==> src/rtl/mfq_pkg.sv <==
`timescale 1ns / 1ps
`default_nettype none
package mfq_pkg;

	localparam int TASKS   = 64;
	localparam int LEVELS  = 4;
	localparam int TASK_W  = 6;
	localparam int LEVEL_W = 2;
	localparam int MODE_W  = 3;
	localparam int READY_W = 4;
	localparam int CNT_W   = 7;

	typedef logic [TASK_W-1:0]  task_id_t;
	typedef logic [LEVEL_W-1:0] level_t;
	typedef logic [CNT_W-1:0]   count_t;
	typedef logic [LEVELS-1:0]  bitmap_t;

	localparam count_t COUNT_MAX = '1;

	typedef enum logic [MODE_W-1:0] {
		MODE_ENQ  = 3'd0,
		MODE_DEQ  = 3'd1,
		MODE_PICK = 3'd2,
		MODE_PUT  = 3'd3,
		MODE_RUN  = 3'd4
	} mfq_mode_t;

	typedef enum logic {
		ST_IDLE,
		ST_EXEC
	} mfq_state_t;

	typedef struct packed {
		logic [MODE_W-1:0] mode;
		task_id_t          task_id;
		level_t            level;
	} mfq_req_t;

	typedef struct packed {
		logic               pick_valid;
		task_id_t           picked_task;
		logic [READY_W-1:0] ready_bits;
		logic               queue_ready;
	} mfq_rsp_t;

	// Controller to datapath.
	typedef struct packed {
		logic capture;
		logic commit;
	} mfq_cmd_t;

	// Datapath to controller.
	typedef struct packed {
		logic out_free;
	} mfq_sts_t;

	function automatic count_t sat_inc(count_t v);
		return (v == COUNT_MAX) ? v : v + count_t'(1);
	endfunction

	function automatic count_t sat_dec(count_t v);
		return (v == '0) ? v : v - count_t'(1);
	endfunction

endpackage
`default_nettype wire

==> src/rtl/mfq_ctrl.sv <==
`timescale 1ns / 1ps
`default_nettype none
module mfq_ctrl (
	input  wire logic              clk,
	input  wire logic              arst_n,
	input  wire logic              req_valid,
	output logic                   req_stall,
	input  wire mfq_pkg::mfq_sts_t sts,
	output mfq_pkg::mfq_cmd_t      cmd
);
	import mfq_pkg::*;

	mfq_state_t state_q;
	mfq_state_t state_d;

	always_ff @(posedge clk or negedge arst_n) begin
		if (!arst_n) begin
			state_q <= ST_IDLE;
		end else begin
			state_q <= state_d;
		end
	end

	always_comb begin
		state_d = state_q;
		case (state_q)
			ST_IDLE: begin
				if (req_valid) begin
					state_d = ST_EXEC;
				end
			end
			ST_EXEC: begin
				if (sts.out_free) begin
					state_d = ST_IDLE;
				end
			end
			default: state_d = ST_IDLE;
		endcase
	end

	always_comb begin
		req_stall   = 1'b1;
		cmd.capture = 1'b0;
		cmd.commit  = 1'b0;
		case (state_q)
			ST_IDLE: begin
				req_stall   = 1'b0;
				cmd.capture = req_valid;
			end
			ST_EXEC: begin
				// hold until the result register can take the beat
				cmd.commit = sts.out_free;
			end
			default: ;
		endcase
	end

endmodule
`default_nettype wire

==> src/rtl/mfq_dpath.sv <==
`timescale 1ns / 1ps
`default_nettype none
module mfq_dpath (
	input  wire logic              clk,
	input  wire logic              arst_n,
	input  wire mfq_pkg::mfq_req_t req,
	input  wire mfq_pkg::mfq_cmd_t cmd,
	output mfq_pkg::mfq_sts_t      sts,
	input  wire logic              rsp_stall,
	output logic                   rsp_valid,
	output mfq_pkg::mfq_rsp_t      rsp
);
	import mfq_pkg::*;

	// Link memories and per-task level, read at one address, written at one.
	task_id_t next_mem [TASKS];
	task_id_t prev_mem [TASKS];
	level_t   lvl_mem  [TASKS];

	task_id_t rd_next_q;
	task_id_t rd_prev_q;
	level_t   rd_lvl_q;
	task_id_t rd_addr;

	mfq_req_t item_q;

	logic [TASKS-1:0] listed_q, listed_d;
	task_id_t head_q [LEVELS];
	task_id_t head_d [LEVELS];
	task_id_t tail_q [LEVELS];
	task_id_t tail_d [LEVELS];
	count_t   lcnt_q [LEVELS];
	count_t   lcnt_d [LEVELS];
	count_t   cnt_q  [LEVELS];
	count_t   cnt_d  [LEVELS];
	count_t   total_q, total_d;
	bitmap_t  bitmap_q, bitmap_d;
	logic     qflag_q, qflag_d;

	logic      rsp_valid_q;
	mfq_rsp_t  rsp_q, rsp_d;

	logic      nx_we, pv_we, lv_we;
	task_id_t  nx_wa, nx_wd, pv_wa, pv_wd;

	task_id_t  t;
	level_t    lv;
	level_t    ul;
	logic      listed;
	logic      usable;
	mfq_mode_t mode_e;
	logic      found;
	level_t    sel;
	logic      pick_v;
	task_id_t  pick_t;

	assign rd_addr = cmd.capture ? req.task_id : item_q.task_id;

	assign t      = item_q.task_id;
	assign lv     = item_q.level;
	assign ul     = rd_lvl_q;
	assign listed = listed_q[t];
	assign usable = (int'(t) < TASKS) && (int'(lv) < LEVELS);
	assign mode_e = mfq_mode_t'(item_q.mode);

	always_comb begin
		found = 1'b0;
		sel   = '0;
		for (int i = 0; i < LEVELS; i++) begin
			if (!found && bitmap_q[i]) begin
				found = 1'b1;
				sel   = level_t'(i);
			end
		end
	end

	always_comb begin
		head_d   = head_q;
		tail_d   = tail_q;
		lcnt_d   = lcnt_q;
		cnt_d    = cnt_q;
		total_d  = total_q;
		bitmap_d = bitmap_q;
		qflag_d  = qflag_q;
		listed_d = listed_q;
		nx_we    = 1'b0;
		nx_wa    = t;
		nx_wd    = t;
		pv_we    = 1'b0;
		pv_wa    = t;
		pv_wd    = t;
		lv_we    = 1'b0;
		pick_v   = 1'b0;
		pick_t   = '0;
		case (mode_e)
			MODE_PICK: begin
				if (found && lcnt_q[sel] != '0) begin
					pick_v = 1'b1;
					pick_t = head_q[sel];
				end
			end
			MODE_ENQ, MODE_PUT: begin
				if (usable) begin
					if (!listed) begin
						// append at the tail
						if (lcnt_q[lv] == '0) begin
							head_d[lv] = t;
						end else begin
							nx_we = 1'b1;
							nx_wa = tail_q[lv];
							nx_wd = t;
							pv_we = 1'b1;
							pv_wa = t;
							pv_wd = tail_q[lv];
						end
						tail_d[lv]  = t;
						lcnt_d[lv]  = lcnt_q[lv] + count_t'(1);
						listed_d[t] = 1'b1;
						lv_we       = 1'b1;
					end
					bitmap_d[lv] = 1'b1;
					qflag_d      = 1'b1;
					if (mode_e == MODE_ENQ) begin
						cnt_d[lv] = sat_inc(cnt_q[lv]);
						total_d   = sat_inc(total_q);
					end
				end
			end
			MODE_DEQ, MODE_RUN: begin
				if (usable) begin
					if (listed) begin
						// drop from the level the task sits in
						if (lcnt_q[ul] > count_t'(1)) begin
							if (head_q[ul] == t) begin
								head_d[ul] = rd_next_q;
							end else if (tail_q[ul] == t) begin
								tail_d[ul] = rd_prev_q;
							end else begin
								nx_we = 1'b1;
								nx_wa = rd_prev_q;
								nx_wd = rd_next_q;
								pv_we = 1'b1;
								pv_wa = rd_next_q;
								pv_wd = rd_prev_q;
							end
						end
						lcnt_d[ul]  = lcnt_q[ul] - count_t'(1);
						listed_d[t] = 1'b0;
					end
					if (mode_e == MODE_DEQ) begin
						cnt_d[lv] = sat_dec(cnt_q[lv]);
						total_d   = sat_dec(total_q);
						if (cnt_d[lv] == '0) begin
							bitmap_d[lv] = 1'b0;
						end
						if (total_d == '0) begin
							qflag_d = 1'b0;
						end
					end else begin
						if (cnt_q[lv] == count_t'(1)) begin
							bitmap_d[lv] = 1'b0;
						end
						if (total_q == count_t'(1)) begin
							qflag_d = 1'b0;
						end
					end
				end
			end
			default: ;
		endcase
		rsp_d.pick_valid  = pick_v;
		rsp_d.picked_task = pick_t;
		rsp_d.ready_bits  = READY_W'(bitmap_d);
		rsp_d.queue_ready = qflag_d;
	end

	always_ff @(posedge clk) begin
		if (cmd.commit && nx_we) begin
			next_mem[nx_wa] <= nx_wd;
		end
		if (cmd.commit && pv_we) begin
			prev_mem[pv_wa] <= pv_wd;
		end
		if (cmd.commit && lv_we) begin
			lvl_mem[t] <= lv;
		end
		rd_next_q <= next_mem[rd_addr];
		rd_prev_q <= prev_mem[rd_addr];
		rd_lvl_q  <= lvl_mem[rd_addr];
	end

	always_ff @(posedge clk) begin
		if (cmd.capture) begin
			item_q <= req;
		end
		if (cmd.commit) begin
			head_q <= head_d;
			tail_q <= tail_d;
			rsp_q  <= rsp_d;
		end
	end

	always_ff @(posedge clk or negedge arst_n) begin
		if (!arst_n) begin
			listed_q <= '0;
			lcnt_q   <= '{default: '0};
			cnt_q    <= '{default: '0};
			total_q  <= '0;
			bitmap_q <= '0;
			qflag_q  <= 1'b0;
		end else if (cmd.commit) begin
			listed_q <= listed_d;
			lcnt_q   <= lcnt_d;
			cnt_q    <= cnt_d;
			total_q  <= total_d;
			bitmap_q <= bitmap_d;
			qflag_q  <= qflag_d;
		end
	end

	always_ff @(posedge clk or negedge arst_n) begin
		if (!arst_n) begin
			rsp_valid_q <= 1'b0;
		end else if (cmd.commit) begin
			rsp_valid_q <= 1'b1;
		end else if (!rsp_stall) begin
			rsp_valid_q <= 1'b0;
		end
	end

	assign sts.out_free = !rsp_valid_q || !rsp_stall;
	assign rsp_valid    = rsp_valid_q;
	assign rsp          = rsp_q;

endmodule
`default_nettype wire

==> src/rtl/multilevel_fifo_ready_queue_top.sv <==
`timescale 1ns / 1ps
`default_nettype none
// Multilevel FIFO ready queue: 64 task ids spread over 4 priority levels (0 highest), each
// level a FIFO kept as a doubly linked list in two 64-entry link memories. Each request beat
// (enqueue, dequeue, pick, put back, set running) yields exactly one response beat carrying
// the pick result plus the ready bitmap and queue-ready flag after the operation. In the
// idle state a request is accepted and the task's link and level entries are read from the
// memories; in the execute state heads, tails, counts and links are updated and the
// response register is loaded. No new request is accepted until that update is done, and
// the update waits only while a finished response is held by a stalled consumer.
// Link memories need no clearing after reset; out-of-range ids, levels or modes produce a
// response with the current status and change nothing.
module multilevel_fifo_ready_queue_top (
	input  wire logic              clk,
	input  wire logic              arst_n,
	input  wire logic              req_valid,
	output logic                   req_stall,
	input  wire mfq_pkg::mfq_req_t req,
	output logic                   rsp_valid,
	input  wire logic              rsp_stall,
	output mfq_pkg::mfq_rsp_t      rsp
);
	import mfq_pkg::*;

	mfq_cmd_t cmd;
	mfq_sts_t sts;

	// Sequence each request beat: capture and read, then commit.
	mfq_ctrl u_ctrl (
		.clk       (clk),
		.arst_n    (arst_n),
		.req_valid (req_valid),
		.req_stall (req_stall),
		.sts       (sts),
		.cmd       (cmd)
	);

	// Hold the lists, counts, bitmap and the response register.
	mfq_dpath u_dpath (
		.clk       (clk),
		.arst_n    (arst_n),
		.req       (req),
		.cmd       (cmd),
		.sts       (sts),
		.rsp_stall (rsp_stall),
		.rsp_valid (rsp_valid),
		.rsp       (rsp)
	);

endmodule
`default_nettype wire

==> config.mk <==
export PLATFORM = sky130hd
export DESIGN_NAME = multilevel_fifo_ready_queue_top
export DESIGN_NICKNAME = d
export VERILOG_FILES = /design/src/rtl/mfq_pkg.sv /design/src/rtl/mfq_ctrl.sv /design/src/rtl/mfq_dpath.sv /design/src/rtl/multilevel_fifo_ready_queue_top.sv
export SDC_FILE = /design/constraint.sdc
export NUM_CORES = 2
export LEC_CHECK = 0
export BUFFER_PORTS_ARGS = -buffer_cell sky130_fd_sc_hd__buf_2
export CELL_PAD_IN_SITES_DETAIL_PLACEMENT = 1
export CELL_PAD_IN_SITES_GLOBAL_PLACEMENT = 1
export CORE_ASPECT_RATIO = 1.1
export CORE_MARGIN = 2
export CORE_UTILIZATION = 55
export DETAILED_ROUTE_END_ITERATION = 16
export GPL_TIMING_DRIVEN = 0
export PLACE_DENSITY_LB_ADDON = 0.1
export RECOVER_POWER = 100
export SLEW_MARGIN = 15
export SYNTH_ARGS = -nofsm -noshare
export SYNTH_HDL_FRONTEND = slang
export SYNTH_HIERARCHICAL = 1
export SYNTH_SLANG_ARGS = --single-unit
==> constraint.sdc <==
create_clock -name clk -period 7.4 [get_ports clk]
set_input_delay 1.11 -clock clk [delete_from_list [all_inputs] [get_ports clk]]
set_output_delay 1.11 -clock clk [all_outputs]
set_load 0.03 [all_outputs]
Word level (Yosys, flattened, before mapping):

Memories as Yosys holds them, arrays and structs flattened. A register that Yosys moved wholly into a read port is not among the register bits.
Index checks and enable logic that the tools add are counted.

* RAM bits: 896
* output and inout port bits: 14
* input port bits: 15
* flip-flop bits (word level): 205
* logic and storage cells: 238
* memories: 3

* $add $sub $neg: 6
* bitwise operators: 10
* equal/unequal tests: 21
* reductions and logical operators: 32
* $lt $le $gt $ge: 10
* muxes and demuxes: 127

Memory list
* u_dpath.next_mem: words 64, bits a word 6, rd ports 1, clocked after Yosys merged registers in 1, wr ports 1, RTL line mfq_dpath.sv:16 `task_id_t next_mem [TASKS];`
* u_dpath.prev_mem: words 64, bits a word 6, rd ports 1, clocked after Yosys merged registers in 1, wr ports 1, RTL line mfq_dpath.sv:17 `task_id_t prev_mem [TASKS];`
* u_dpath.lvl_mem: words 64, bits a word 2, rd ports 1, clocked after Yosys merged registers in 1, wr ports 1, RTL line mfq_dpath.sv:18 `level_t lvl_mem [TASKS];`

Operator list (number)
* 24-bit two-way mux: 10
* 6-bit two-way mux: 22
* 64-bit two-way mux: 2
* 64-bit case mux with 2 select lines: 1
* 7-bit two-way mux: 18
* 28-bit bitwise mux: 4
* 28-bit two-way mux: 4
* 28-bit case mux with 2 select lines: 2
* 24-bit bitwise mux: 4
* 24-bit case mux with 2 select lines: 2
* 7-bit binary-select mux with 2-bit select: 5
* 64-bit AND: 1
* 64-bit NOT: 1
* 64-bit OR: 1
* 6-bit binary-select mux with 2-bit select: 4
* 7-bit logical NOT: 5
* 1-bit two-way mux: 31
* 7-bit demux with 2-bit select: 2
* 6-bit demux with 2-bit select: 2
* 7-bit by 1-bit adder with 7-bit output, second input constant: 3
* 7-bit by 1-bit subtractor with 7-bit output, second input constant: 3
* 2-bit by 1-bit != test with 1-bit output, second input constant: 8
* 7-bit by 1-bit equality test with 1-bit output, second input constant: 2
* 7-bit equality test, second input constant: 2
* 37 further kinds: 67

Logic depth before layout (Yosys ltp):

* depth after elaboration: 17
* mapped depth: 15

Hierarchy:

The synthesis kept the hierarchy.

Modules (own cells, without submodules)
* mfq_dpath: instances 1, cells an instance 2919, area an instance 47732.0 um2
* mfq_ctrl: instances 1, cells an instance 5, area an instance 52.6 um2

Worst setup path before layout:

Ideal clock, no wire load.

* path kind: reg-to-reg
* from: register u_dpath.item_q, in the netlist u_dpath/t[0]
* to: memory u_dpath/next_mem[0][2] in the netlist's numbering (data pin)
* library setup time: 702 ps
* required time: 6698 ps
* slack: 1916 ps
* path buffers: 4
* stages on the path, launching flop included: 12
* clock period less this slack: 5484 ps
* arrival: 4783 ps
* cell sequence: edfxtp_1 buf_6 and2_1 buf_6 a221oi_2 o21ai_1 a2111oi_4 a211oi_2 and2_1 buf_4 buf_4 o21ai_0

* longest elaborated chain between the ends: 6
* elaborated cells between the ends (all ways): 9

Ends and longest elaborated chain
* start: declaration: RTL line mfq_dpath.sv:25 `mfq_req_t item_q;`
* start signal: assignment: RTL line mfq_dpath.sv:194 `item_q <= req;`
* branches (longest 4 deep; another with 1-bit binary-select mux with 6-bit select)
* 6-bit two-way mux *: RTL line mfq_dpath.sv:131 `if (listed) begin`
* 6-bit two-way mux *
* named net u_dpath.nx_wd[2]: RTL line mfq_dpath.sv:44 `task_id_t nx_wa, nx_wd, pv_wa, pv_wd;`
* end: declaration: RTL line mfq_dpath.sv:16

Mark *: on every way through the listed nets, which the timed path passes. The select of a mux whose other input is x is not followed.

Final worst setup path:

* from: register u_dpath.item_q, in the netlist u_dpath/lv[0]
* to: memory u_dpath/next_mem[24][1] in the netlist's numbering, enable pin

* elaborated cells between the ends (all ways): 17

RTL lines
* 2-bit NOT with 3-bit output (not written as such) *: RTL line mfq_dpath.sv:106, mfq_dpath.sv:110
* 7-bit binary-select mux with 2-bit select: RTL line mfq_dpath.sv:106 `if (lcnt_q[lv] == '0) begin`
* 7-bit two-way mux (not written as such) (2 in series): RTL line mfq_dpath.sv:106
* 7-bit logical NOT: RTL line mfq_dpath.sv:106
* 6-bit two-way mux *: RTL line mfq_dpath.sv:106
* 6-bit two-way mux *: RTL line mfq_dpath.sv:104 `if (!listed) begin`
* 6-bit case mux with 2 select lines *: RTL line mfq_dpath.sv:95 `case (mode_e)`
* named net u_dpath.nx_wa[4]: RTL line mfq_dpath.sv:44

Mark *: on every way through the listed nets, which the timed path passes. The rest lies on a longest branch. The select of a mux whose other input is x is not followed.

==> flow_metrics.py <==
metrics = {
    "timing": {
        "fmax_mhz": 141,
        "fin_crit_ns": 7.11,
        "fin_skew_ns": 0.0346,
        "drv_slew": 400,
        "tightest_slew_ns": 3.85,
        "setup_viol": 0,
        "layout_setup_ws_ns": 0.289,
        "finalCritPeriodShare_pct": 96.1,
        "hold_viol_final": 0,
        "rsz0062_at_grt": "false",
        "relSlewSlack_pct": -157,
    },
    "clock_tree": {
        "postCtsSetupBuffers": 0,
        "cts_tree": "done",
        "clk_path_buf_depth": 3,
        "clock-sinks": 1115,
        "root_buffer": "clkbuf_16",
        "numCtsBuffers": 111,
        "clk_pin_slew_ns": 0.06,
        "cts_htree_levels": 3,
        "insertion_delay_ns": 0.69,
    },
    "critical_path": {
        "path_delay_family": "buffers and inverters",
        "required_ns": 7.75,
        "r2r_slack_ns": 0.29,
        "critPathLaunchType": "flip-flop",
        "path_class": "reg -> reg",
        "cp_data_arrival_time_ns": 7.46,
        "cp_slowest_cell": "a221oi_1",
        "path_cells": "clkbuf_1 -> buf_2 -> buf_2 -> mux4_2 -> inv_1 -> ha_1 -> nand3b_1 -> nand3_1 -> mux2i_1 -> a221oi_1 -> inv_4 -> nand3_1 -> nor2_1",
        "cp_max_fo": 68,
        "critPathCaptureType": "flip-flop",
        "crit_buf_inv": 5,
        "crit_path_max_incr_delay_ns": 1.38,
    },
    "routing": {
        "wl_per_cell_um": 34.2,
        "wirelength_um": 148000,
        "first_pass_iters": 6,
        "drcViolationCount": 0,
        "ant_nets": 0,
        "routed_via_density": 6.81,
        "drtIter0Drc": 3262,
        "dr_total_vias": 29500,
    },
    "synthesis": {
        "ys_types": 83,
        "syn-instance-count": 2924,
        "synth_area_leaders": "edfxtp_1, mux4_2, dfrtp_1, nor2_1, nand2_1",
        "async_reset_ff_share_pct": 12.0,
        "netlist_area_um2": 47800,
        "synth-seq-cells": 1115,
        "synth_nets": 2950,
        "synth_area_per_cell_um2": 16.3,
        "synth_edf_count": 967,
        "synth_top_area_cell": "edfxtp_1",
        "synth.top_cell.area_share_pct": 60.8,
        "ys_dominant_reg_cell": "edfxtp_1",
        "ys_seq_area_share_pct": 68.4,
        "yosysWarningCount": 6,
    },
    "grt": {
        "grt_overflow_total": 0,
        "grt_usage_pct": 33.5,
        "grt_pass1_vias": 30900,
        "antenna_found_initial": 1,
        "grt_max_degree": 86,
        "grt_pass1_wl_um": 215000,
    },
    "floorplanning": {
        "num_io_pins": 29,
        "die_w_um": 285,
        "core-area_um2": 86200,
        "num_rows": 113,
        "dieArea_um2": 89300,
        "die_h_um": 313,
        "start_util_pct": 55.4,
    },
    "placed_design": {
        "gp_congestion": 0.959,
        "placed_cell_area_um2": 49700,
        "dp_hpwl_um": 102000,
        "io_buffers": 28,
        "pre_cts_ws_ns": 0.140,
        "dp_cells": 4118,
    },
    "finish": {
        "final_core_util_pct": 61.7,
        "fillers": 7676,
        "area_delta_synth_final_pct": 11.4,
        "drive_above_1_share_pct": 17.7,
        "final_area_um2": 53200,
        "fin_nets": 3107,
        "fin_cells": 4329,
    },
    "worst_hold_path": {
        "min_path_type": "reg -> reg",
    },
    "status": {
        "violations": "max-capacitance violations, max-slew violations",
        "status": "finished with violations",
    },
    "pwr": {
        "cellLeakagePower_nw": 17.2,
        "peakVddDrop_mv": 0.319,
        "power.density_nw_per_um2": 372,
    },
    "job": {
        "maxCapViolations": 11,
    },
}
[placed cells by master, fill, tap and decap left out, types with 15 or more instances in the layout]
| cell type | instances |
|---|---|
| mux2i_1 | 39 |
| clkbuf_1 | 202 |
| a31oi_1 | 41 |
| a22o_1 | 70 |
| nand2_1 | 213 |
| a311oi_1 | 29 |
| dfrtp_1 | 134 |
| mux4_2 | 271 |
| o31ai_1 | 23 |
| clkinv_2 | 20 |
| and2_1 | 60 |
| nor4_1 | 35 |
| nand3_1 | 38 |
| buf_2 | 21 |
| bufinv_16 | 15 |
| a211oi_1 | 77 |
| nand2b_1 | 16 |
| inv_1 | 15 |
| clkinv_1 | 21 |
| clkbuf_16 | 115 |
| nor2_1 | 239 |
| o21ai_0 | 91 |
| a21oi_1 | 47 |
| xnor2_1 | 24 |
| buf_1 | 21 |
| edfxtp_1 | 967 |
| nand4_1 | 15 |
| o22ai_1 | 29 |
| mux2_2 | 51 |
[metrics by stage]
| stage | hold WS [ns] | power [mW] | TNS [ns] |
|---|---|---|---|
| 6_report | 0.491 | 19.8 | 0 |
| 3_5_place_dp | 0.478 | 14.0 | 0 |
| 3_3_place_gp | 0.459 | 13.7 | -1043.31 |
| 5_1_grt | 0.523 | 20.4 | 0 |
| 2_1_floorplan | 0.445 | 11.7 | 0 |
| 4_1_cts | 0.313 | 19.8 | 0 |
[per-layer routing]
| metal | routed length (µm) | track usage (%) |
|---|---|---|
| met2 | 72100 | 54.6 |
| met4 | 9450 | 18.9 |
| met1 | 53800 | 42.5 |
| met3 | 12600 | 6.70 |
| met5 | 13 | 0 |
[logic make-up (layout without fill, tap and decap cells)]
logic type      count (synthesis)  after routing  share of synthesized area, %
compound gates                466            466                          6.91
xor+xnor                       29             29                         0.532
fa+ha+maj                      11             11                         0.288
buf+inv                       230            484                          2.02
flops                        1115           1115                          68.4
mux                           367            367                          14.9
other cells                     0              1                             0
simple gates                  706            706                          6.95
[synth_stat cells, types with 24 or more instances]
cell type,instances
xnor2_1,24
mux2i_1,40
o21ai_0,86
a21oi_1,47
nor2_1,232
mux2_2,56
nand3_1,38
a22o_1,70
edfxtp_1,967
a311oi_1,29
nor4_1,34
mux4_2,271
a211oi_1,76
clkbuf_1,147
o22ai_1,29
and2_1,67
dfrtp_1,134
a31oi_1,41
nand2_1,215
buf_1,31
[worst min-delay path: stages (launching register included)]
cell and delay, ns:
dfrtp_1 0.34, nand2_1 0.05, o21ai_0 0.07
[timing repair]
action,in CTS,in global routing
hold buffers,0,0
endpoints found under the setup margin,0,3
resized for setup,0,1
endpoints found under the hold margin,0,0
[power by group]
| group | internal, mW | switching [mW] | total (mW) |
|---|---|---|---|
| Combinational | 1.83 | 4.04 | 5.87 |
| Clock | 3.36 | 2.44 | 5.80 |
| Sequential | 7.81 | 0.322 | 8.13 |
[path summary, 6_finish.rpt]
check,start,to,cells past startpoint
worst min register to register,u_dpath/cnt_q[21],u_dpath/cnt_q[21],2
worst max-delay path,u_dpath/lv[0],u_dpath/next_mem[24][1],13
max in group asynchronous,arst_n,u_dpath/lcnt_q[8],2
worst min-delay path,u_dpath/cnt_q[21],u_dpath/cnt_q[21],2
worst max register to register,u_dpath/lv[0],u_dpath/next_mem[24][1],13
min in group asynchronous,arst_n,u_dpath/total_q[3],1
[flip-flops by register name (all words and copies together) (netlist names), 2 cells and up, named ones only]
signal,count
u_dpath/lcnt_q,28
u_dpath/next_mem,384
u_dpath/rd_lvl_q,2
u_dpath/head_q,24
u_dpath/rd_next_q,6
u_dpath/t,6
u_dpath/cnt_q,28
u_dpath/lv,2
u_dpath/mode_e,3
u_dpath/bitmap_q,4
u_dpath/rd_prev_q,6
u_dpath/total_q,7
u_dpath/tail_q,24
u_dpath/rsp,12
u_dpath/lvl_mem,128
u_dpath/prev_mem,384
[area by class of cell]
class | count | area [µm²] | area share, %
Tap cell | 1150 | 1440 | 2.70
Buffer | 208 | 872 | 1.64
Inverter | 22 | 97.6 | 0.183
Clock buffer | 132 | 2940 | 5.53
Multi-Input combinational cell | 1579 | 14100 | 26.5
Timing Repair Buffer | 44 | 277 | 0.519
Clock inverter | 78 | 810 | 1.52
Antenna cell | 1 | 2.50 | 0.00470
Sequential cell | 1115 | 32700 | 61.4
Power figures use the tool's default switching activity.
